`src/rtl/core/crli_pkg.sv`:
```
// Package with shared types, constants and the LED index table of the circle rasterizer.
`timescale 1ns / 1ps

package crli_pkg;

  // Default geometry of the LED matrix and the radius limit.
  localparam int CRLI_MATRIX_WIDTH  = 8;
  localparam int CRLI_MATRIX_HEIGHT = 8;
  localparam int CRLI_MAX_RADIUS    = 8;

  // Field widths of the channel words.
  localparam int CRLI_COORD_W  = 3;
  localparam int CRLI_RADIUS_W = 4;
  localparam int CRLI_COLOR_W  = 24;
  localparam int CRLI_INDEX_W  = 6;

  // Reset value of the hidden index register.
  localparam logic [CRLI_INDEX_W-1:0] CRLI_HIDDEN_RESET = 6'd46;

  // Number of entries in the LED index table.
  localparam int CRLI_TABLE_SIZE = 64;

  // Index of the last iteration; the rasterizer stops after at most sixteen iterations.
  localparam logic [3:0] CRLI_LAST_ITER = 4'd15;

  // Octant counter codes, in emission order.
  localparam logic [1:0] CRLI_OCT_LEFT  = 2'd0;
  localparam logic [1:0] CRLI_OCT_RIGHT = 2'd1;
  localparam logic [1:0] CRLI_OCT_DOWN  = 2'd2;
  localparam logic [1:0] CRLI_OCT_UP    = 2'd3;

  // Controller states.
  typedef enum logic {
    CRLI_IDLE,
    CRLI_DRAW
  } crli_state_t;

  // Commands from the controller to the datapath.
  typedef struct packed {
    logic load;   // take a new circle word
    logic emit;   // produce one pixel write and step the rasterizer
  } crli_cmd_t;

  // Status from the datapath to the controller.
  typedef struct packed {
    logic slot_free;   // the output register can take a word this cycle
    logic last_write;  // the pending write closes the circle
  } crli_sts_t;

  // LED index table, row-major over the 8x8 matrix.
  localparam logic [CRLI_INDEX_W-1:0] CRLI_LED_MAP [CRLI_TABLE_SIZE] = '{
    6'd0,  6'd8,  6'd46, 6'd51, 6'd55, 6'd59, 6'd30, 6'd38,
    6'd1,  6'd9,  6'd16, 6'd52, 6'd56, 6'd27, 6'd31, 6'd39,
    6'd2,  6'd10, 6'd17, 6'd19, 6'd23, 6'd28, 6'd32, 6'd40,
    6'd3,  6'd11, 6'd18, 6'd20, 6'd24, 6'd29, 6'd33, 6'd41,
    6'd4,  6'd12, 6'd47, 6'd21, 6'd25, 6'd60, 6'd34, 6'd42,
    6'd5,  6'd13, 6'd48, 6'd22, 6'd26, 6'd61, 6'd35, 6'd43,
    6'd6,  6'd14, 6'd49, 6'd53, 6'd57, 6'd62, 6'd36, 6'd44,
    6'd7,  6'd15, 6'd50, 6'd54, 6'd58, 6'd63, 6'd37, 6'd45
  };

endpackage

```
`src/rtl/core/crli_if.sv`:
```
// Valid/ready channel interfaces for circle requests and LED writes.
`timescale 1ns / 1ps

// Channel that carries one circle request per word.
interface crli_in_if;
  logic                                valid;
  logic                                ready;
  logic [crli_pkg::CRLI_COORD_W-1:0]   center_x;
  logic [crli_pkg::CRLI_COORD_W-1:0]   center_y;
  logic [crli_pkg::CRLI_RADIUS_W-1:0]  radius;
  logic [crli_pkg::CRLI_COLOR_W-1:0]   color;

  modport source (output valid, center_x, center_y, radius, color, input ready);
  modport sink   (input valid, center_x, center_y, radius, color, output ready);
endinterface

// Channel that carries one LED write per word.
interface crli_out_if;
  logic                                valid;
  logic                                ready;
  logic [crli_pkg::CRLI_INDEX_W-1:0]   led_index;
  logic [crli_pkg::CRLI_COLOR_W-1:0]   pixel_color;
  logic                                last;

  modport source (output valid, led_index, pixel_color, last, input ready);
  modport sink   (input valid, led_index, pixel_color, last, output ready);
endinterface

```
`src/rtl/core/crli_ctrl.sv`:
```
// Controller state machine that sequences the pixel writes of one circle.
`timescale 1ns / 1ps

module crli_ctrl (
  input  logic                clk,
  input  logic                rst_n,
  input  logic                in_valid,
  output logic                in_ready,
  input  crli_pkg::crli_sts_t sts,
  output crli_pkg::crli_cmd_t cmd
);

  crli_pkg::crli_state_t state_r;
  crli_pkg::crli_state_t state_nxt;

  // State register.
  always_ff @(posedge clk) begin
    if (!rst_n) begin
      state_r <= crli_pkg::CRLI_IDLE;
    end else begin
      state_r <= state_nxt;
    end
  end

  // Next state: a circle starts on an accepted word and ends with its last write.
  always_comb begin
    state_nxt = state_r;
    case (state_r)
      crli_pkg::CRLI_IDLE: begin
        if (in_valid) begin
          state_nxt = crli_pkg::CRLI_DRAW;
        end
      end
      crli_pkg::CRLI_DRAW: begin
        if (sts.slot_free && sts.last_write) begin
          state_nxt = crli_pkg::CRLI_IDLE;
        end
      end
      default: begin
        state_nxt = crli_pkg::CRLI_IDLE;
      end
    endcase
  end

  // Outputs: accept in idle, emit one write whenever the output register has room.
  always_comb begin
    in_ready = 1'b0;
    cmd      = '0;
    case (state_r)
      crli_pkg::CRLI_IDLE: begin
        in_ready = 1'b1;
        cmd.load = in_valid;
      end
      crli_pkg::CRLI_DRAW: begin
        cmd.emit = sts.slot_free;
      end
      default: begin
        in_ready = 1'b0;
      end
    endcase
  end

endmodule

```
`src/rtl/core/crli_datapath.sv`:
```
// Datapath with the rasterizer registers, the index mapping and the output register.
`timescale 1ns / 1ps

module crli_datapath #(
  parameter int MATRIX_WIDTH  = crli_pkg::CRLI_MATRIX_WIDTH,
  parameter int MATRIX_HEIGHT = crli_pkg::CRLI_MATRIX_HEIGHT,
  parameter int MAX_RADIUS    = crli_pkg::CRLI_MAX_RADIUS
) (
  input  logic                                clk,
  input  logic                                rst_n,
  input  logic [crli_pkg::CRLI_COORD_W-1:0]   in_center_x,
  input  logic [crli_pkg::CRLI_COORD_W-1:0]   in_center_y,
  input  logic [crli_pkg::CRLI_RADIUS_W-1:0]  in_radius,
  input  logic [crli_pkg::CRLI_COLOR_W-1:0]   in_color,
  input  logic                                cfg_wr_en,
  input  logic [crli_pkg::CRLI_INDEX_W-1:0]   cfg_wr_data,
  input  crli_pkg::crli_cmd_t                 cmd,
  output crli_pkg::crli_sts_t                 sts,
  output logic                                out_valid,
  input  logic                                out_ready,
  output logic [crli_pkg::CRLI_INDEX_W-1:0]   out_led_index,
  output logic [crli_pkg::CRLI_COLOR_W-1:0]   out_pixel_color,
  output logic                                out_last
);

  // Held operands and rasterizer variables.
  logic [crli_pkg::CRLI_COORD_W-1:0] cx_r;
  logic [crli_pkg::CRLI_COORD_W-1:0] cy_r;
  logic [crli_pkg::CRLI_COLOR_W-1:0] color_r;
  logic signed [4:0]                 x_r;
  logic signed [4:0]                 y_r;
  logic signed [7:0]                 e_r;
  logic [1:0]                        oct_r;
  logic [3:0]                        iter_r;
  logic [crli_pkg::CRLI_INDEX_W-1:0] hidden_r;

  // Output register.
  logic                              out_valid_r;
  logic [crli_pkg::CRLI_INDEX_W-1:0] out_idx_r;
  logic [crli_pkg::CRLI_COLOR_W-1:0] out_color_r;
  logic                              out_last_r;

  // Load values for a new circle.
  logic [crli_pkg::CRLI_RADIUS_W-1:0] r_sat;
  logic signed [4:0]                  x_load;
  logic signed [7:0]                  e_load;

  // Rasterizer step.
  logic signed [7:0] x8;
  logic signed [7:0] y8;
  logic signed [7:0] y1;
  logic signed [7:0] e1;
  logic signed [7:0] x1;
  logic signed [7:0] e2;
  logic              more_iter;

  // Pixel coordinate and its mapping.
  logic signed [5:0] cx6;
  logic signed [5:0] cy6;
  logic signed [5:0] xs6;
  logic signed [5:0] ys6;
  logic signed [5:0] col;
  logic signed [5:0] row;
  logic              on_matrix;
  logic [8:0]        pos;
  logic [crli_pkg::CRLI_INDEX_W-1:0] led_idx;

  // Saturate the radius and form the starting x and error.
  always_comb begin
    if (in_radius > crli_pkg::CRLI_RADIUS_W'(MAX_RADIUS)) begin
      r_sat = crli_pkg::CRLI_RADIUS_W'(MAX_RADIUS);
    end else begin
      r_sat = in_radius;
    end
    x_load = -$signed({1'b0, r_sat});
    e_load = 8'sd2 - $signed({3'b000, r_sat, 1'b0});
  end

  // One iteration of the error-term update, taken after the fourth octant.
  always_comb begin
    x8 = {{3{x_r[4]}}, x_r};
    y8 = {{3{y_r[4]}}, y_r};
    if (e_r <= y8) begin
      y1 = y8 + 8'sd1;
      e1 = e_r + (y1 <<< 1) + 8'sd1;
    end else begin
      y1 = y8;
      e1 = e_r;
    end
    if ((e_r > x8) || (e1 > y1)) begin
      x1 = x8 + 8'sd1;
      e2 = e1 + (x1 <<< 1) + 8'sd1;
    end else begin
      x1 = x8;
      e2 = e1;
    end
    more_iter = x1[7] && (iter_r != crli_pkg::CRLI_LAST_ITER);
  end

  // Coordinate of the pending write, by octant.
  always_comb begin
    cx6 = $signed({3'b000, cx_r});
    cy6 = $signed({3'b000, cy_r});
    xs6 = {x_r[4], x_r};
    ys6 = {y_r[4], y_r};
    case (oct_r)
      crli_pkg::CRLI_OCT_LEFT: begin
        col = cx6 + xs6;
        row = cy6 - ys6;
      end
      crli_pkg::CRLI_OCT_RIGHT: begin
        col = cx6 - xs6;
        row = cy6 + ys6;
      end
      crli_pkg::CRLI_OCT_DOWN: begin
        col = cx6 + ys6;
        row = cy6 + xs6;
      end
      crli_pkg::CRLI_OCT_UP: begin
        col = cx6 - ys6;
        row = cy6 - xs6;
      end
      default: begin
        col = cx6;
        row = cy6;
      end
    endcase
  end

  // Map the coordinate through the LED table; off-matrix writes take the hidden index.
  always_comb begin
    on_matrix = !col[5] && !row[5] &&
                (col < 6'(MATRIX_WIDTH)) && (row < 6'(MATRIX_HEIGHT));
    pos = 9'(row[3:0]) * 9'(MATRIX_WIDTH) + 9'(col[3:0]);
    if (on_matrix && (pos < 9'(crli_pkg::CRLI_TABLE_SIZE))) begin
      led_idx = crli_pkg::CRLI_LED_MAP[pos[5:0]];
    end else begin
      led_idx = hidden_r;
    end
  end

  // Status toward the controller.
  always_comb begin
    sts.slot_free  = !out_valid_r || out_ready;
    sts.last_write = (oct_r == crli_pkg::CRLI_OCT_UP) && !more_iter;
  end

  // Hidden index configuration register.
  always_ff @(posedge clk) begin
    if (!rst_n) begin
      hidden_r <= crli_pkg::CRLI_HIDDEN_RESET;
    end else if (cfg_wr_en) begin
      hidden_r <= cfg_wr_data;
    end
  end

  // Rasterizer registers.
  always_ff @(posedge clk) begin
    if (!rst_n) begin
      cx_r    <= '0;
      cy_r    <= '0;
      color_r <= '0;
      x_r     <= '0;
      y_r     <= '0;
      e_r     <= '0;
      oct_r   <= crli_pkg::CRLI_OCT_LEFT;
      iter_r  <= '0;
    end else if (cmd.load) begin
      cx_r    <= in_center_x;
      cy_r    <= in_center_y;
      color_r <= in_color;
      x_r     <= x_load;
      y_r     <= '0;
      e_r     <= e_load;
      oct_r   <= crli_pkg::CRLI_OCT_LEFT;
      iter_r  <= '0;
    end else if (cmd.emit) begin
      oct_r <= oct_r + 2'd1;
      if (oct_r == crli_pkg::CRLI_OCT_UP) begin
        x_r    <= x1[4:0];
        y_r    <= y1[4:0];
        e_r    <= e2;
        iter_r <= iter_r + 4'd1;
      end
    end
  end

  // Output register valid flag.
  always_ff @(posedge clk) begin
    if (!rst_n) begin
      out_valid_r <= 1'b0;
    end else if (cmd.emit) begin
      out_valid_r <= 1'b1;
    end else if (out_ready) begin
      out_valid_r <= 1'b0;
    end
  end

  // Output register payload.
  always_ff @(posedge clk) begin
    if (cmd.emit) begin
      out_idx_r   <= led_idx;
      out_color_r <= color_r;
      out_last_r  <= sts.last_write;
    end
  end

  assign out_valid       = out_valid_r;
  assign out_led_index   = out_idx_r;
  assign out_pixel_color = out_color_r;
  assign out_last        = out_last_r;

endmodule

```
`src/rtl/core/circle_raster_to_led_index_top.sv`:
```
// Top level of the circle rasterizer that emits LED index writes.
`timescale 1ns / 1ps

// Each request word draws a circle of the given center, radius and color with the
// integer error-term midpoint algorithm and emits one LED write word per pixel,
// four per rasterizer iteration, with last set on the final word. Pixels off the
// matrix map to the hidden index written through cfg_wr_en/cfg_wr_data. A circle
// takes N rasterizer iterations, where N is 1 for radius zero and at most 16; the
// write rate is set by the single output register, which takes one write per cycle
// while the output is ready. A new request is taken in the cycle after the last
// write of the previous one enters the output register.
module circle_raster_to_led_index_top #(
  parameter int MATRIX_WIDTH  = crli_pkg::CRLI_MATRIX_WIDTH,
  parameter int MATRIX_HEIGHT = crli_pkg::CRLI_MATRIX_HEIGHT,
  parameter int MAX_RADIUS    = crli_pkg::CRLI_MAX_RADIUS
) (
  input  logic                              clk,
  input  logic                              rst_n,
  crli_in_if.sink                           in_ch,
  crli_out_if.source                        out_ch,
  input  logic                              cfg_wr_en,
  input  logic [crli_pkg::CRLI_INDEX_W-1:0] cfg_wr_data
);

  crli_pkg::crli_cmd_t cmd;
  crli_pkg::crli_sts_t sts;

  // Sequencer.
  crli_ctrl u_ctrl (
    .clk      (clk),
    .rst_n    (rst_n),
    .in_valid (in_ch.valid),
    .in_ready (in_ch.ready),
    .sts      (sts),
    .cmd      (cmd)
  );

  // Rasterizer, index mapping and output register.
  crli_datapath #(
    .MATRIX_WIDTH  (MATRIX_WIDTH),
    .MATRIX_HEIGHT (MATRIX_HEIGHT),
    .MAX_RADIUS    (MAX_RADIUS)
  ) u_datapath (
    .clk             (clk),
    .rst_n           (rst_n),
    .in_center_x     (in_ch.center_x),
    .in_center_y     (in_ch.center_y),
    .in_radius       (in_ch.radius),
    .in_color        (in_ch.color),
    .cfg_wr_en       (cfg_wr_en),
    .cfg_wr_data     (cfg_wr_data),
    .cmd             (cmd),
    .sts             (sts),
    .out_valid       (out_ch.valid),
    .out_ready       (out_ch.ready),
    .out_led_index   (out_ch.led_index),
    .out_pixel_color (out_ch.pixel_color),
    .out_last        (out_ch.last)
  );

endmodule

```
`src/flat_wrapper.sv`:
```
// flat-port wrapper written by rule: the top's interface ports become plain ports
module circle_raster_to_led_index_top_flat 
#(
  parameter int MATRIX_WIDTH  = crli_pkg::CRLI_MATRIX_WIDTH,
  parameter int MATRIX_HEIGHT = crli_pkg::CRLI_MATRIX_HEIGHT,
  parameter int MAX_RADIUS    = crli_pkg::CRLI_MAX_RADIUS
)
  (clk, rst_n, cfg_wr_en, cfg_wr_data, in_ch_valid, in_ch_center_x, in_ch_center_y, in_ch_radius, in_ch_color, in_ch_ready, out_ch_valid, out_ch_led_index, out_ch_pixel_color, out_ch_last, out_ch_ready);
  crli_in_if in_ch_i ();
  crli_out_if out_ch_i ();
  input  logic clk;
  input  logic rst_n;
  input  logic cfg_wr_en;
  input  logic [crli_pkg::CRLI_INDEX_W-1:0] cfg_wr_data;
  input wire logic [$bits(in_ch_i.valid)-1:0] in_ch_valid;
  input wire logic [$bits(in_ch_i.center_x)-1:0] in_ch_center_x;
  input wire logic [$bits(in_ch_i.center_y)-1:0] in_ch_center_y;
  input wire logic [$bits(in_ch_i.radius)-1:0] in_ch_radius;
  input wire logic [$bits(in_ch_i.color)-1:0] in_ch_color;
  output wire logic [$bits(in_ch_i.ready)-1:0] in_ch_ready;
  output wire logic [$bits(out_ch_i.valid)-1:0] out_ch_valid;
  output wire logic [$bits(out_ch_i.led_index)-1:0] out_ch_led_index;
  output wire logic [$bits(out_ch_i.pixel_color)-1:0] out_ch_pixel_color;
  output wire logic [$bits(out_ch_i.last)-1:0] out_ch_last;
  input wire logic [$bits(out_ch_i.ready)-1:0] out_ch_ready;
  assign in_ch_i.valid = in_ch_valid;
  assign in_ch_i.center_x = in_ch_center_x;
  assign in_ch_i.center_y = in_ch_center_y;
  assign in_ch_i.radius = in_ch_radius;
  assign in_ch_i.color = in_ch_color;
  assign in_ch_ready = in_ch_i.ready;
  assign out_ch_valid = out_ch_i.valid;
  assign out_ch_led_index = out_ch_i.led_index;
  assign out_ch_pixel_color = out_ch_i.pixel_color;
  assign out_ch_last = out_ch_i.last;
  assign out_ch_i.ready = out_ch_ready;
  circle_raster_to_led_index_top #(.MATRIX_WIDTH(MATRIX_WIDTH), .MATRIX_HEIGHT(MATRIX_HEIGHT), .MAX_RADIUS(MAX_RADIUS)) u_core (.clk(clk), .rst_n(rst_n), .in_ch(in_ch_i), .out_ch(out_ch_i), .cfg_wr_en(cfg_wr_en), .cfg_wr_data(cfg_wr_data));
endmodule
```
`config.mk`:
```
export PLATFORM = sky130hd
export DESIGN_NAME = circle_raster_to_led_index_top_flat
export DESIGN_NICKNAME = d
export VERILOG_FILES = /design/src/rtl/core/crli_pkg.sv /design/src/rtl/core/crli_if.sv /design/src/rtl/core/crli_ctrl.sv /design/src/rtl/core/crli_datapath.sv /design/src/rtl/core/circle_raster_to_led_index_top.sv /design/src/flat_wrapper.sv
export SDC_FILE = /design/constraint.sdc
export NUM_CORES = 1
export LEC_CHECK = 0
export BUFFER_PORTS_ARGS = -buffer_cell sky130_fd_sc_hd__buf_4
export CAP_MARGIN = 30
export CORE_MARGIN = 2
export CORE_UTILIZATION = 35
export DETAILED_ROUTE_END_ITERATION = 16
export HOLD_SLACK_MARGIN = 0.03
export SYNTH_ARGS = -nofsm -noshare
export SYNTH_HDL_FRONTEND = slang
export SYNTH_SLANG_ARGS = --single-unit
```
`constraint.sdc`:
```
create_clock -name clk -period 4.29 [get_ports clk]
set_input_delay 0.858 -clock clk [delete_from_list [all_inputs] [get_ports clk]]
set_output_delay 0.858 -clock clk [all_outputs]
set_load 0.005 [all_outputs]
```
== After elaboration in Yosys (flattened, before gate mapping) ==
Memory sizes are Yosys's and may differ from the RTL's.
Index checks and enable logic that the tools add are counted.

* Register bits after elaboration: 93
* Latch bits: 0
* Memory bits (writable): 0
* Memory bits (read-only): 384
* Bits of input ports: 45
* Memories: 1

{| class="wikitable"
|+ Memory list
! memory !! depth !! width !! rd ports !! clocked after memory_dff !! wr ports !! RTL line !! source
|-
| (name not given) || 64 || 6 || 1 || 0 || 0 || crli_datapath.sv:136 || <nowiki>led_idx = crli_pkg::CRLI_LED_MAP[pos[5:0]];</nowiki>
|}

* Add/sub/neg operators: 19
* Multiply operators: 0
* Div/mod/pow operators: 0
* Order comparisons: 8
* Equality and inequality tests: 4
* Shift operators: 0
* Mux-type cells: 24
* Bitwise gates (word level): 3
* Reductions and logical operators: 22

{| class="wikitable"
|+ Operators by type and width
! cell !! count
|-
| two-way mux 8 bit || 7
|-
| one-hot mux 6 bit (4 select lines) || 2
|-
| adder 4 x 5 -> 6 bit || 4
|-
| subtractor 4 x 5 -> 6 bit || 4
|-
| two-way mux 6 bit || 3
|-
| adder 8 x 2 -> 8 bit (second input constant) || 2
|-
| adder 8 x 7 -> 8 bit || 2
|-
| two-way mux 5 bit || 3
|-
| adder 5 x 2 -> 6 bit (second input constant) || 2
|-
| < comparator 6 x 5 -> 1 bit (second input constant) || 2
|-
| adder 7 x 4 -> 8 bit || 1
|-
| > comparator 8 x 5 -> 1 bit || 1
|-
| > comparator 8 bit || 1
|-
| less-or-equal comparator 8 x 5 -> 1 bit || 1
|-
| < comparator 8 x 7 -> 1 bit (second input constant) || 1
|-
| nonzero test 2 bit || 4
|-
| greater-or-equal comparator 7 bit (second input constant) || 1
|-
| logical AND 1 bit || 7
|-
| two-way mux 1 bit || 7
|-
| NOT 6 -> 7 bit || 1
|-
| subtractor 2 x 5 -> 6 bit (first input constant) || 1
|-
| negation 4 -> 5 bit || 1
|-
| adder 4 x 1 -> 4 bit (second input constant) || 1
|-
| equality test 2 bit (second input constant) || 2
|-
| 13 further kinds || 19
|}

== Longest topological paths before layout ==
Gate-level depths: netlist (run 1).

* Depth in word-level cells: 13
* Mapped depth: 23

== Cells and area by module ==
A second synthesis (run 1) with hierarchy kept.

* Cell total of the unflattened synthesis: 704
* Area, all modules: 6393.6 sq um

{| class="wikitable"
|+ Modules (own cells, without submodules)
! module !! times used !! cells an instance !! area an instance (sq um)
|-
| crli_datapath || 1 || 698 || 6342.3
|-
| crli_ctrl || 1 || 6 || 51.3
|}

== Worst setup path before layout (run 1) ==
Ideal clock, no wire load.

* Path type: register -> register
* From: register u_core.u_datapath.y_r[4]
* To: register u_core.u_datapath.e_r[6]
* Library setup time: 0.128 ns
* Arrival: 4.396 ns
* Required time: 4.162 ns
* Setup slack: -0.234 ns
* Cell stages (with the launch flop): 23
* Path buffers: 3
* Period minus slack after synthesis: 4.524 ns
* Cell sequence: dfxtp_1 > clkbuf_1 > inv_1 > ha_1 > nand4_2 > a211oi_2 > nor4_4 > nor2_4 > clkbuf_1 > buf_2 > nand2_1 > o21ai_0 > ha_1 > a21o_1 > a21o_1 > a21oi_1 > nand2b_1 > nor2_1 > nand2_1 > o21ai_4 > mux2_2 > a221oi_1 > nor2_1

* Longest elaborated chain between the ends: 10

{| class="wikitable"
|+ Ends and longest elaborated chain
! element !! RTL line !! source
|-
| start: declaration || crli_datapath.sv:31 || <nowiki>logic signed [4:0] y_r;</nowiki>
|-
| start signal: assignment || crli_datapath.sv:181 || <nowiki>y_r <= y1[4:0];</nowiki>
|-
| adder 5 x 2 -> 6 bit || crli_datapath.sv:84 || <nowiki>y1 = y8 + 8'sd1;</nowiki>
|-
| adder 8 x 7 -> 8 bit || crli_datapath.sv:85 || <nowiki>e1 = e_r + (y1 <<< 1) + 8'sd1;</nowiki>
|-
| adder 8 x 2 -> 8 bit || crli_datapath.sv:85 ||
|-
| two-way mux 8 bit || crli_datapath.sv:83 || <nowiki>if (e_r <= y8) begin</nowiki>
|-
| adder 8 x 7 -> 8 bit / > comparator 8 bit (equally long branches) || crli_datapath.sv:92, crli_datapath.sv:90 ||
|-
| adder 8 x 2 -> 8 bit / logical OR 1 bit (equally long branches) || crli_datapath.sv:92, crli_datapath.sv:90 ||
|-
| two-way mux 8 bit (*) || crli_datapath.sv:90 || <nowiki>if ((e_r > x8) || (e1 > y1)) begin</nowiki>
|-
| two-way mux 8 bit (*) || crli_datapath.sv:179 || <nowiki>if (oct_r == crli_pkg::CRLI_OCT_UP) begin</nowiki>
|-
| two-way mux 8 bit (*) || crli_datapath.sv:177 || <nowiki>end else if (cmd.emit) begin</nowiki>
|-
| two-way mux 8 bit (*) || crli_datapath.sv:168 || <nowiki>end else if (cmd.load) begin</nowiki>
|-
| end signal: assignment || crli_datapath.sv:174 || <nowiki>e_r <= e_load;</nowiki>
|-
| end: declaration || crli_datapath.sv:32 || <nowiki>logic signed [7:0] e_r;</nowiki>
|}

Every way passes the cells marked *; elsewhere a longest branch is shown, timed or not. The select of a mux whose other input is x is not followed.
A chain may end at the register's enable or synchronous reset.

== Worst setup path in the final report (run 1) ==
* From: register u_core.u_datapath.y_r[4]
* To: register u_core.u_datapath.e_r[7]

Same word-level chain as after synthesis.

==> flow_summary_export.csv, run 1 <==
group,metric,value,unit
cts,clkTransAtPathRegs,0.07,ns
cts,cts_tree,"yes",
power_and_ir_drop,vdd_ir_drop_max,0.203,mV
critical_path,start_kind,"flip-flop",
cts,htree_num_levels,3,
timing,fmax,242,MHz
yosys,async_flop_share,0,
route,vias,5381,
min_path,hold_path_class,"flip-flop to flip-flop",
run,maxCapViolations,0,
layout,layout-drive-gt1-share,0.239,
critical_path,setup.worst_path.start,"u_core.u_datapath.y_r[4]",
power_and_ir_drop,p_leak,3.27,nW
grt,antenna_found_initial,0,
place,dp_hpwl,12000,µm
route,remaining_drc_errors,0,
timing,tightest_slew,0.665,ns
cts,cts_sinks,93,
place,io_buffers,77,
timing,finalWorstPathRequiredPeriod,4.13,ns
cts,cts_buffers,9,
floorplan,ioPinCount,78,
cts,cts_root_buf,"clkbuf_16",
cts,cts_buffer_depth,2,
floorplan,start_util,0.356,
yosys,synth_flop_cell,"dfxtp_1",
yosys,yosysSeqAreaShare,0.341,
critical_path,path_max_fanout,5,
route,viasPerCell,5.10,
timing,setup_viol,0,
layout,area_delta_synth_final,24.8,%
yosys,syn_inst,725,
grt,overflow,0,
cts,clk_latency,0.35,ns
route,first_pass_iters,6,
floorplan,die_y,139,µm
yosys,synth-edff-count,31,
critical_path,worstPathArrival,4.36,ns
yosys,synth_area_per_cell,8.79,µm²
yosys,ys_seq_elements,93,
grt,grt_max_degree,43,
timing,clock_skew,0.00525,ns
layout,utilization,0.444,
critical_path,r2r_start,"u_core.u_datapath.y_r[4]",
grt,track_usage,0.168,
floorplan,num_rows,49,
floorplan,die_w,139,µm
yosys,yosysWarnings,0,
route,ant_nets,0,
route,wl_per_cell,15.5,µm
timing,final_max_slew_viol_count,0,
yosys,syn_area,6370,µm²
timing,fin_hold_ws,0.430,ns
grt,grt_first_pass_wirelength,26500,µm
yosys,synthDistinctLibCells,72,
timing,slew_headroom,0.556,
route,drt-total-wl,16400,µm
cts,holdBufCountCts,0,
critical_path,endpoint_kind,"flip-flop",
min_path,holdCritStartpoint,"u_core.u_datapath.color_r[10]",
critical_path,worstPathRequired,4.52,ns
timing,rsz0062_at_grt,"true",
power_and_ir_drop,pwr_density_cell,382,nW/µm²
yosys,synth_nets,839,
grt,grt_pass1_vias,5172,
status,status,"finished, final reports clean",
timing,finalHoldViolCount,0,
critical_path,critical_path_class,"flip-flop to flip-flop",
timing,tns,0,ns
layout,diodes,0,
layout,nets,936,
floorplan,coreArea,17900,µm²
timing,period_share,0.963,
floorplan,die-area,19300,µm²
route,first_iter_violations,289,
place,place_congestion,0.880,
final cells by class:
cell class,count,area (µm²)
Clock inverter,7,80.1
Sequential cell,93,2170
Clock buffer,9,225
Timing Repair Buffer,125,950
Tap cell,229,287
Multi-Input combinational cell,555,4100
Inverter,38,146
Fill cell,1775,9950
cells in the final DEF, fill, tap and decap left out, types with 4 or more instances in the layout:
master / instances
a211oi_1: 6
a21boi_0: 26
a21o_1: 11
a21oi_1: 52
a21oi_2: 7
a31oi_1: 9
and3_1: 4
buf_4: 122
clkbuf_16: 9
dfxtp_1: 61
edfxtp_1: 31
ha_1: 57
ha_4: 5
inv_1: 34
mux2_1: 6
mux2_2: 4
mux2i_1: 10
nand2_1: 107
nand2b_1: 9
nand3_1: 15
nand4_1: 4
nor2_1: 50
nor2b_1: 4
nor3_1: 9
nor3_2: 5
o211ai_1: 6
o21ai_0: 22
o21ai_1: 5
o22ai_1: 4
or3_1: 4
xnor2_1: 30
xor2_1: 14
flip-flops by register name, indices dropped and copies added, names as in the netlist:
name / cells
u_core.u_datapath.cx_r: 3
u_core.u_ctrl.state_r: 1
u_core.u_datapath.iter_r: 4
u_core.u_datapath.out_last: 1
u_core.u_datapath.oct_r: 2
u_core.u_datapath.e_r: 8
u_core.u_datapath.cy_r: 3
u_core.u_datapath.out_led_index: 6
u_core.u_datapath.color_r: 24
u_core.u_datapath.hidden_r: 6
u_core.u_datapath.out_pixel_color: 24
u_core.u_datapath.x_r: 5
u_core.u_datapath.out_valid: 1
u_core.u_datapath.y_r: 5
path summary, 6_finish.rpt:
path,to,slack (ns),cells past startpoint
setup / recovery,u_core.u_datapath.e_r[7],0.16,20
setup reg to reg,u_core.u_datapath.e_r[7],0.16,20
hold / removal,u_core.u_datapath.out_pixel_color[10],0.43,0
hold reg to reg,u_core.u_datapath.out_pixel_color[10],0.43,0
report_power, final:
part	leakage (nW)	internal [mW]	switching, mW
Clock	0.150	0.460	0.367
Combinational	2.32	0.550	0.662
Sequential	0.802	0.969	0.0351
logic make-up (layout without fill, tap and decap cells):
group / after synthesis / after routing / share of synthesized area
AND/OR/NAND/NOR: 233 / 234 / 0.175
AO/OA/AOI/OAI: 185 / 185 / 0.196
flip-flops: 93 / 93 / 0.341
buffers and inverters: 78 / 179 / 0.0475
adder cells (fa/ha/maj): 69 / 69 / 0.140
XOR/XNOR: 45 / 45 / 0.0618
multiplexers: 22 / 22 / 0.0387
per-stage QoR:
step           total power [mW]  instance area [µm²]  instances  worst slack [ns]
5_1_grt                    3.24                 7960       1056            -0.106
2_1_floorplan              1.80                 6380        725            0.0218
4_1_cts                    2.95                 7670       1045             0.144
3_3_place_gp               2.12                 7370       1029             0.184
3_5_place_dp               2.12                 7370       1029             0.171
6_report                   3.04                 7960       1056             0.157
metal layers:
metal | track usage | share of wire | vias up | wire [µm]
met5 | 0 | 0 | - | 0
met4 | 0.0590 | 0.024 | 0 | 397
met3 | 0.0290 | 0.035 | 23 | 578
met2 | 0.278 | 0.48 | 112 | 7850
met1 | 0.221 | 0.46 | 2491 | 7530
li1 | - | - | 2755 | -
critical path, cell delays in order (launching register included):
cell,delay (ns)
dfxtp_2,0.35
clkinvlp_4,0.21
ha_4,0.36
nand4_4,0.17
a211oi_4,0.34
nor4_4,0.07
buf_4,0.16
nor2_4,0.17
mux2_2,0.39
inv_2,0.10
ha_4,0.16
nand2_1,0.05
or3_1,0.31
nor3_2,0.13
buf_4,0.14
o31ai_2,0.08
a31oi_1,0.23
xnor2_1,0.14
nor2_1,0.07
xnor2_1,0.25
o22ai_1,0.10
synthesized netlist by cell type (all sizes together) (4+ instances only):
library cell	n	share of area
a211oi	7	0.0090
a21boi	26	0.031
a21o	11	0.013
a21oi	59	0.047
a221oi	4	0.0065
a31oi	9	0.0088
and3	4	0.0039
buf	7	0.0057
clkbuf	33	0.019
dfxtp	62	0.19
edfxtp	31	0.15
fa	4	0.013
ha	65	0.13
inv	37	0.022
mux2	11	0.019
mux2i	10	0.016
nand2	107	0.063
nand2b	9	0.0088
nand3	16	0.013
nand4	5	0.0059
nor2	53	0.033
nor2b	5	0.0049
nor3	15	0.016
nor4	6	0.010
o211ai	6	0.0071
o21ai	29	0.025
o22ai	5	0.0049
o311ai	4	0.0055
o31ai	4	0.0047
or3	4	0.0039
xnor2	31	0.043
xor2	14	0.019
repair_timing:
item                                    CTS  global route
gates resized for setup                   0            41
buffers inserted                          0            10
endpoints found under the setup margin    0            16
(Power assumes the default switching activity.)
==> inputs of run 2 (changes only) <==
--- a/config.mk
+++ b/config.mk
@@ -11,6 +11,7 @@
 export CORE_UTILIZATION = 35
 export DETAILED_ROUTE_END_ITERATION = 16
 export HOLD_SLACK_MARGIN = 0.03
+export PLACE_DENSITY = 0.58
 export SYNTH_ARGS = -nofsm -noshare
 export SYNTH_HDL_FRONTEND = slang
 export SYNTH_SLANG_ARGS = --single-unit
==> run 2 against run 1 <==
Net effect: register-to-register slack barely moved; utilization grew 0.35 points; first-iteration DRC count grew 4.5%; critical endpoint unchanged.
==> flow_summary_export.csv, run 2 (synthesis results as in run 1) <==
group,metric,value,unit
status,status,"finished, final reports clean",
layout,final.fill_count,1791,
layout,finalInstanceArea,8020,µm²
timing,period_share,0.963,
layout,diodes,0,
layout,layout-drive-gt1-share,0.248,
grt,grt_pass1_vias,5138,
timing,clock_skew,0.00692,ns
grt,overflow,0,
grt,track_usage,0.171,
timing,fmax,242,MHz
cts,cts_tree,"yes",
power_and_ir_drop,p_leak,3.31,nW
power_and_ir_drop,power_switching_share,0.359,
floorplan,num_rows,49,
power_and_ir_drop,pwr_density_cell,375,nW/µm²
route,drt-total-wl,16600,µm
critical_path,slowest_stage,"mux2_4",
floorplan,start_util,0.356,
floorplan,die_w,139,µm
critical_path,critical_path_class,"flip-flop to flip-flop",
floorplan,die_y,139,µm
layout,area_delta_synth_final,25.8,%
floorplan,ioPinCount,78,
grt,grt_max_degree,43,
critical_path,worstPathArrival,4.36,ns
place,io_buffers,77,
critical_path,path_max_fanout,7,
min_path,hold_path_class,"flip-flop to flip-flop",
power_and_ir_drop,clkPwrFrac,0.260,
route,first_iter_violations,302,
timing,final_max_slew_viol_count,0,
route,viasPerCell,5.10,
timing,tightest_slew,0.658,ns
critical_path,critical_path.max_stage_delay,0.37,ns
critical_path,worstPathRequired,4.52,ns
cts,cts_sinks,93,
layout,final_common_cell,"buf_4",
cts,clkTransAtPathRegs,0.07,ns
grt,antenna_found_initial,0,
route,ant_nets,0,
place,dp_hpwl,12300,µm
route,first_pass_iters,5,
run,maxCapViolations,0,
route,remaining_drc_errors,0,
timing,slew_headroom,0.561,
power_and_ir_drop,p_total,3.01,mW
route,vias,5405,
power_and_ir_drop,power_switching,1.08,mW
place,place_area,7420,µm²
cts,htree_num_levels,3,
cts,cts_buffers,9,
layout,nets,940,
power_and_ir_drop,vdd_ir_drop_max,0.201,mV
cts,clk_latency,0.35,ns
cts,cts_buffer_depth,2,
place,place_congestion,0.872,
critical_path,path_cells,"clkinvlp_4, ha_4, nand4_4, a211oi_4, nor4_4, buf_4, nor2_4, mux2_4, inv_1, ha_1, nand2_1, or3_1, nor3_2, buf_4, o31ai_2, a31oi_1, xnor2_1, nor2_1, xnor2_1, o22ai_1",
floorplan,coreArea,17900,µm²
min_path,hold_depth,0,
layout,layout_common_cells,"126 x buf_4, 106 x nand2_1, 59 x dfxtp_1",
grt,grt_first_pass_wirelength,26800,µm
power_and_ir_drop,seqPwrFrac,0.333,
critical_path,endpoint_kind,"flip-flop",
timing,rsz0062_at_grt,"true",
power_and_ir_drop,p_comb_frac,0.407,
cts,holdBufCountCts,0,
critical_path,start_kind,"flip-flop",
timing,fin_hold_ws,0.430,ns
cts,cts_root_buf,"clkbuf_16",
timing,finalWorstPathRequiredPeriod,4.13,ns
power_and_ir_drop,internal_power,1.93,mW
timing,finalHoldViolCount,0,
critical_path,worst-r2r-cell-count,20,
timing,setup_viol,0,
floorplan,die-area,19300,µm²
route,wl_per_cell,15.7,µm
==> run 2: cell types whose count changed in the layout (fill, tap and decap cells not counted), sizes merged <==
cell	delta
bufinv	-1
inv	+1
buf	+4
==> run 2: what timing repair did <==
action | CTS | global route
endpoints found under the hold margin | 0 | 0
pin swaps | 1 | 16
endpoints found under the setup margin | 1 | 20
buffers inserted | 2 | 7
cloned | 0 | 1
resized for setup | 0 | 48
==> run 2: power groups by stage <==
stage / clock network [mW] / registers, mW / logic (mW)
after floorplan: 0 / 1.01 / 0.782
after global placement: 0 / 1.02 / 1.11
after detailed placement: 0 / 1.02 / 1.11
after CTS: 0.802 / 1.00 / 1.14
after global routing: 0.840 / 1.01 / 1.36
final: 0.783 / 1.00 / 1.22
==> run 2: critical path, delay by kind of cell (launching register included) <==
kind	cells	cell delay [ns]
AO/OA/AOI/OAI	4	0.87
XOR/XNOR	2	0.31
adder cells (fa/ha/maj)	2	0.63
buffers and inverters	4	0.61
flip-flops	1	0.35
multiplexers	1	0.37
AND/OR/NAND/NOR	7	0.85
==> run 2: path summary, 6_finish.rpt <==
| path | from | endpoint | slack (ns) |
|---|---|---|---|
| max reg2reg | u_core.u_datapath.y_r[4] | u_core.u_datapath.e_r[7] | 0.16 |
| max | u_core.u_datapath.y_r[4] | u_core.u_datapath.e_r[7] | 0.16 |
| min | u_core.u_datapath.color_r[23] | u_core.u_datapath.out_pixel_color[23] | 0.43 |
| min reg2reg | u_core.u_datapath.color_r[23] | u_core.u_datapath.out_pixel_color[23] | 0.43 |
==> run 2: area by class of cell <==
cell class | instances | area [µm²] | area share
clock buffers | 9 | 225 | 0.0281
clock inverters | 7 | 67.6 | 0.00843
inverters | 38 | 146 | 0.0183
multi-input cells | 555 | 4130 | 0.515
flip-flops and latches | 93 | 2180 | 0.272
well taps | 229 | 287 | 0.0357
repair buffers | 129 | 988 | 0.123
==> run 2: layer usage <==
metal	up-vias	GRT usage	wire (µm)
met5	-	0	0
met4	0	0.0542	310
met3	18	0.0345	641
met2	115	0.279	7910
met1	2507	0.229	7770
li1	2765	-	-
==> run 2: stage by stage <==
stage | worst slack [ns] | util | std cells | setup TNS (ns)
after floorplan | 0.0218 | - | 725 | 0
after global placement | 0.0224 | 0.414 | 1034 | 0
after detailed placement | -0.00238 | 0.414 | 1034 | -0.00238
after CTS | 0.0776 | 0.432 | 1052 | 0
after global routing | -0.0920 | 0.448 | 1060 | -0.357
final | 0.159 | 0.448 | 1060 | 0
==> inputs of run 3 (changes only) <==
--- a/config.mk
+++ b/config.mk
@@ -14,4 +14,5 @@
 export PLACE_DENSITY = 0.58
 export SYNTH_ARGS = -nofsm -noshare
 export SYNTH_HDL_FRONTEND = slang
+export SYNTH_HIERARCHICAL = 1
 export SYNTH_SLANG_ARGS = --single-unit
==> run 3 against run 2 <==
Net effect: flip-flop and latch count is the same; fmax grew 1.7%; clock power grew 1%; via count shrank 0.67%; power grew 0.99%; register-to-register slack gained 0.07 ns; non-clock buffer count shrank 12; critical path depth shrank 3; synthesized cell count shrank 2.9%; sequential share of layout area grew 0.74 points; count of clock-buffer cells in the layout is the same; first-iteration DRC count shrank 3.3%; critical endpoint is now u_core/u_datapath/out_led_index[3].
==> flow_summary_export.csv, run 3 <==
group,metric,value,unit
status,status,"finished, final reports clean",
grt,grt_use_met2,0.283,
floorplan,ioPinCount,78,
layout,utilization,0.433,
critical_path,endpoint_kind,"flip-flop",
cts,clk_latency,0.35,ns
floorplan,die_w,139,µm
min_path,hold_path_class,"flip-flop to flip-flop",
cts,cts_root_buf,"clkbuf_16",
floorplan,num_rows,49,
critical_path,path_cells,"inv_1, ha_1, a222oi_1, nand2_1, o21ai_0, ha_1, a21o_1, a21oi_2, xnor2_1, ha_1, ha_2, nand2_1, o21ai_0, o32ai_1, a221oi_1, nor2_1, mux2_2",
cts,htree_num_levels,3,
grt,use_met3,0.0342,
layout,fin_cells,1031,
critical_path,critical_path.max_stage_delay,0.47,ns
timing,slew_headroom,0.529,
layout,final_common_cell,"buf_4",
layout,nets,910,
floorplan,die_y,139,µm
critical_path,worstPathArrival,4.16,ns
cts,cts_buffer_depth,2,
layout,area_delta_synth_final,21.7,%
yosys,synth_top_area_frac,0.194,
cts,clkTransAtPathRegs,0.07,ns
critical_path,path_max_fanout,14,
timing,final_max_slew_viol_count,0,
grt,grt_pass1_vias,5287,
yosys,syn_area,6390,µm²
route,first_iter_violations,292,
critical_path,critical_path_class,"flip-flop to flip-flop",
power_and_ir_drop,pwr_density_cell,391,nW/µm²
place,place_worst_setup_slack,0.136,ns
yosys,syn_inst,704,
power_and_ir_drop,p_total,3.04,mW
cts,cts_tree,"yes",
timing,setup_viol,0,
critical_path,slowest_stage,"ha_2",
yosys,yosysWarnings,6,
timing,clock_skew,0.00744,ns
layout,diodes,0,
place,place_congestion,0.866,
yosys,synth_top_area_cell,"dfxtp_1",
layout,layout_common_cells,"117 x buf_4, 85 x nor2_1, 62 x dfxtp_1",
timing,tightest_slew,0.707,ns
yosys,synth.area.top_cells,"dfxtp_1 19%, edfxtp_1 15%, ha_1 13%, mux2i_1 6.6%, a21oi_1 5.0%",
grt,grt_first_pass_wirelength,27400,µm
yosys,ys_seq_elements,93,
yosys,synthDistinctLibCells,75,
place,dpl.cell_count,1013,
timing,finalWorstPathRequiredPeriod,4.06,ns
place,io_buffers,77,
yosys,synth_common_cells,"85 x nor2_1, 64 x a21oi_1, 64 x ha_1, 62 x dfxtp_1, 47 x nand2_1",
cts,cts_sinks,93,
route,vias,5369,
timing,fin_hold_ws,0.432,ns
yosys,synth_flop_cell,"dfxtp_1",
grt,use_met1,0.235,
route,drt-total-wl,16600,µm
route,remaining_drc_errors,0,
power_and_ir_drop,vdd_ir_drop_max,0.285,mV
place,place_area,7400,µm²
yosys,synth-edff-count,31,
power_and_ir_drop,p_leak,3.31,nW
timing,rsz0062_at_grt,"false",
yosys,post-synth-top-count-cell,"nor2_1",
floorplan,start_util,0.356,
grt,track_usage,0.174,
grt,antenna_found_initial,0,
timing,tns,0,ns
route,wl_per_cell,16.1,µm
timing,fmax,246,MHz
yosys,synth_area_per_cell,9.08,µm²
floorplan,die-area,19400,µm²
critical_path,worstPathRequired,4.39,ns
critical_path,rrSetupSlack,0.23,ns
yosys,synth_nets,817,
timing,period_share,0.947,
route,viasPerCell,5.21,
place,dp_hpwl,12600,µm
layout,layout-drive-gt1-share,0.227,
floorplan,coreArea,18000,µm²
timing,setup_slack,0.227,ns
grt,grt.busiest_layer,"met2",
run,maxCapViolations,0,
layout,finalInstanceArea,7780,µm²
yosys,yosysSeqAreaShare,0.340,
yosys,async_flop_share,0,
critical_path,start_kind,"flip-flop",
grt,grt_max_degree,39,
route,ant_nets,0,
critical_path,path_common_cell,"ha_1",
cts,cts_buffers,9,
route,first_pass_iters,6,
grt,overflow,0,
timing,finalHoldViolCount,0,
## run 3: area by class of cell
class	instances	area [µm²]
inverters	37	139
multi-input cells	539	4010
clock inverters	7	75.1
flip-flops and latches	93	2170
repair buffers	117	878
clock buffers	9	225
well taps	229	287
fillers	1767	10200
## run 3: worst max-delay path, delay by kind of cell, from the launching register on
kind | cells | cell delay, ns
adder cells (fa/ha/maj) | 4 | 1.40
AO/OA/AOI/OAI | 7 | 1.38
flip-flops | 1 | 0.33
multiplexers | 1 | 0.26
AND/OR/NAND/NOR | 3 | 0.24
XOR/XNOR | 1 | 0.10
buffers and inverters | 1 | 0.09
## run 3: final timing paths
| path | endpoint | start | depth (start not counted) |
|---|---|---|---|
| worst max register to register | u_core/u_datapath/out_led_index[3] | u_core/u_datapath/y_r[0] | 17 |
| worst min-delay path | u_core/u_datapath/out_pixel_color[23] | u_core/u_datapath/color_r[23] | 0 |
| worst min register to register | u_core/u_datapath/out_pixel_color[23] | u_core/u_datapath/color_r[23] | 0 |
| worst max-delay path | u_core/u_datapath/out_led_index[3] | u_core/u_datapath/y_r[0] | 17 |
## run 3: what timing repair did
action                     CTS  global route
setup buffers                0             2
setup endpoints to repair    0            19
gates resized for setup      0            15
hold buffers                 0             0
## run 3: kinds of logic (layout without fill, tap and decap cells)
kind of cell / count (synthesis) / count (layout) / share of synthesized area
flip-flops: 93 / 93 / 0.340
adder cells (fa/ha/maj): 68 / 68 / 0.138
buffers and inverters: 72 / 170 / 0.0444
multiplexers: 51 / 51 / 0.0820
AO/OA/AOI/OAI: 177 / 177 / 0.187
AND/OR/NAND/NOR: 201 / 201 / 0.148
XOR/XNOR: 42 / 42 / 0.0616
## run 3: power by group
part / internal, mW / switching (mW) / leakage, nW / total [mW]
combinational: 0.528 / 0.714 / 2.37 / 1.24
sequential: 0.969 / 0.0345 / 0.802 / 1.00
clock: 0.411 / 0.383 / 0.143 / 0.794
total: 1.91 / 1.13 / 3.31 / 3.04
## run 3: metal layers
metal  share of wire  wire length (µm)
met1            0.47              7730
met2            0.47              7800
met3           0.047               788
met4           0.018               291
met5               0                 0
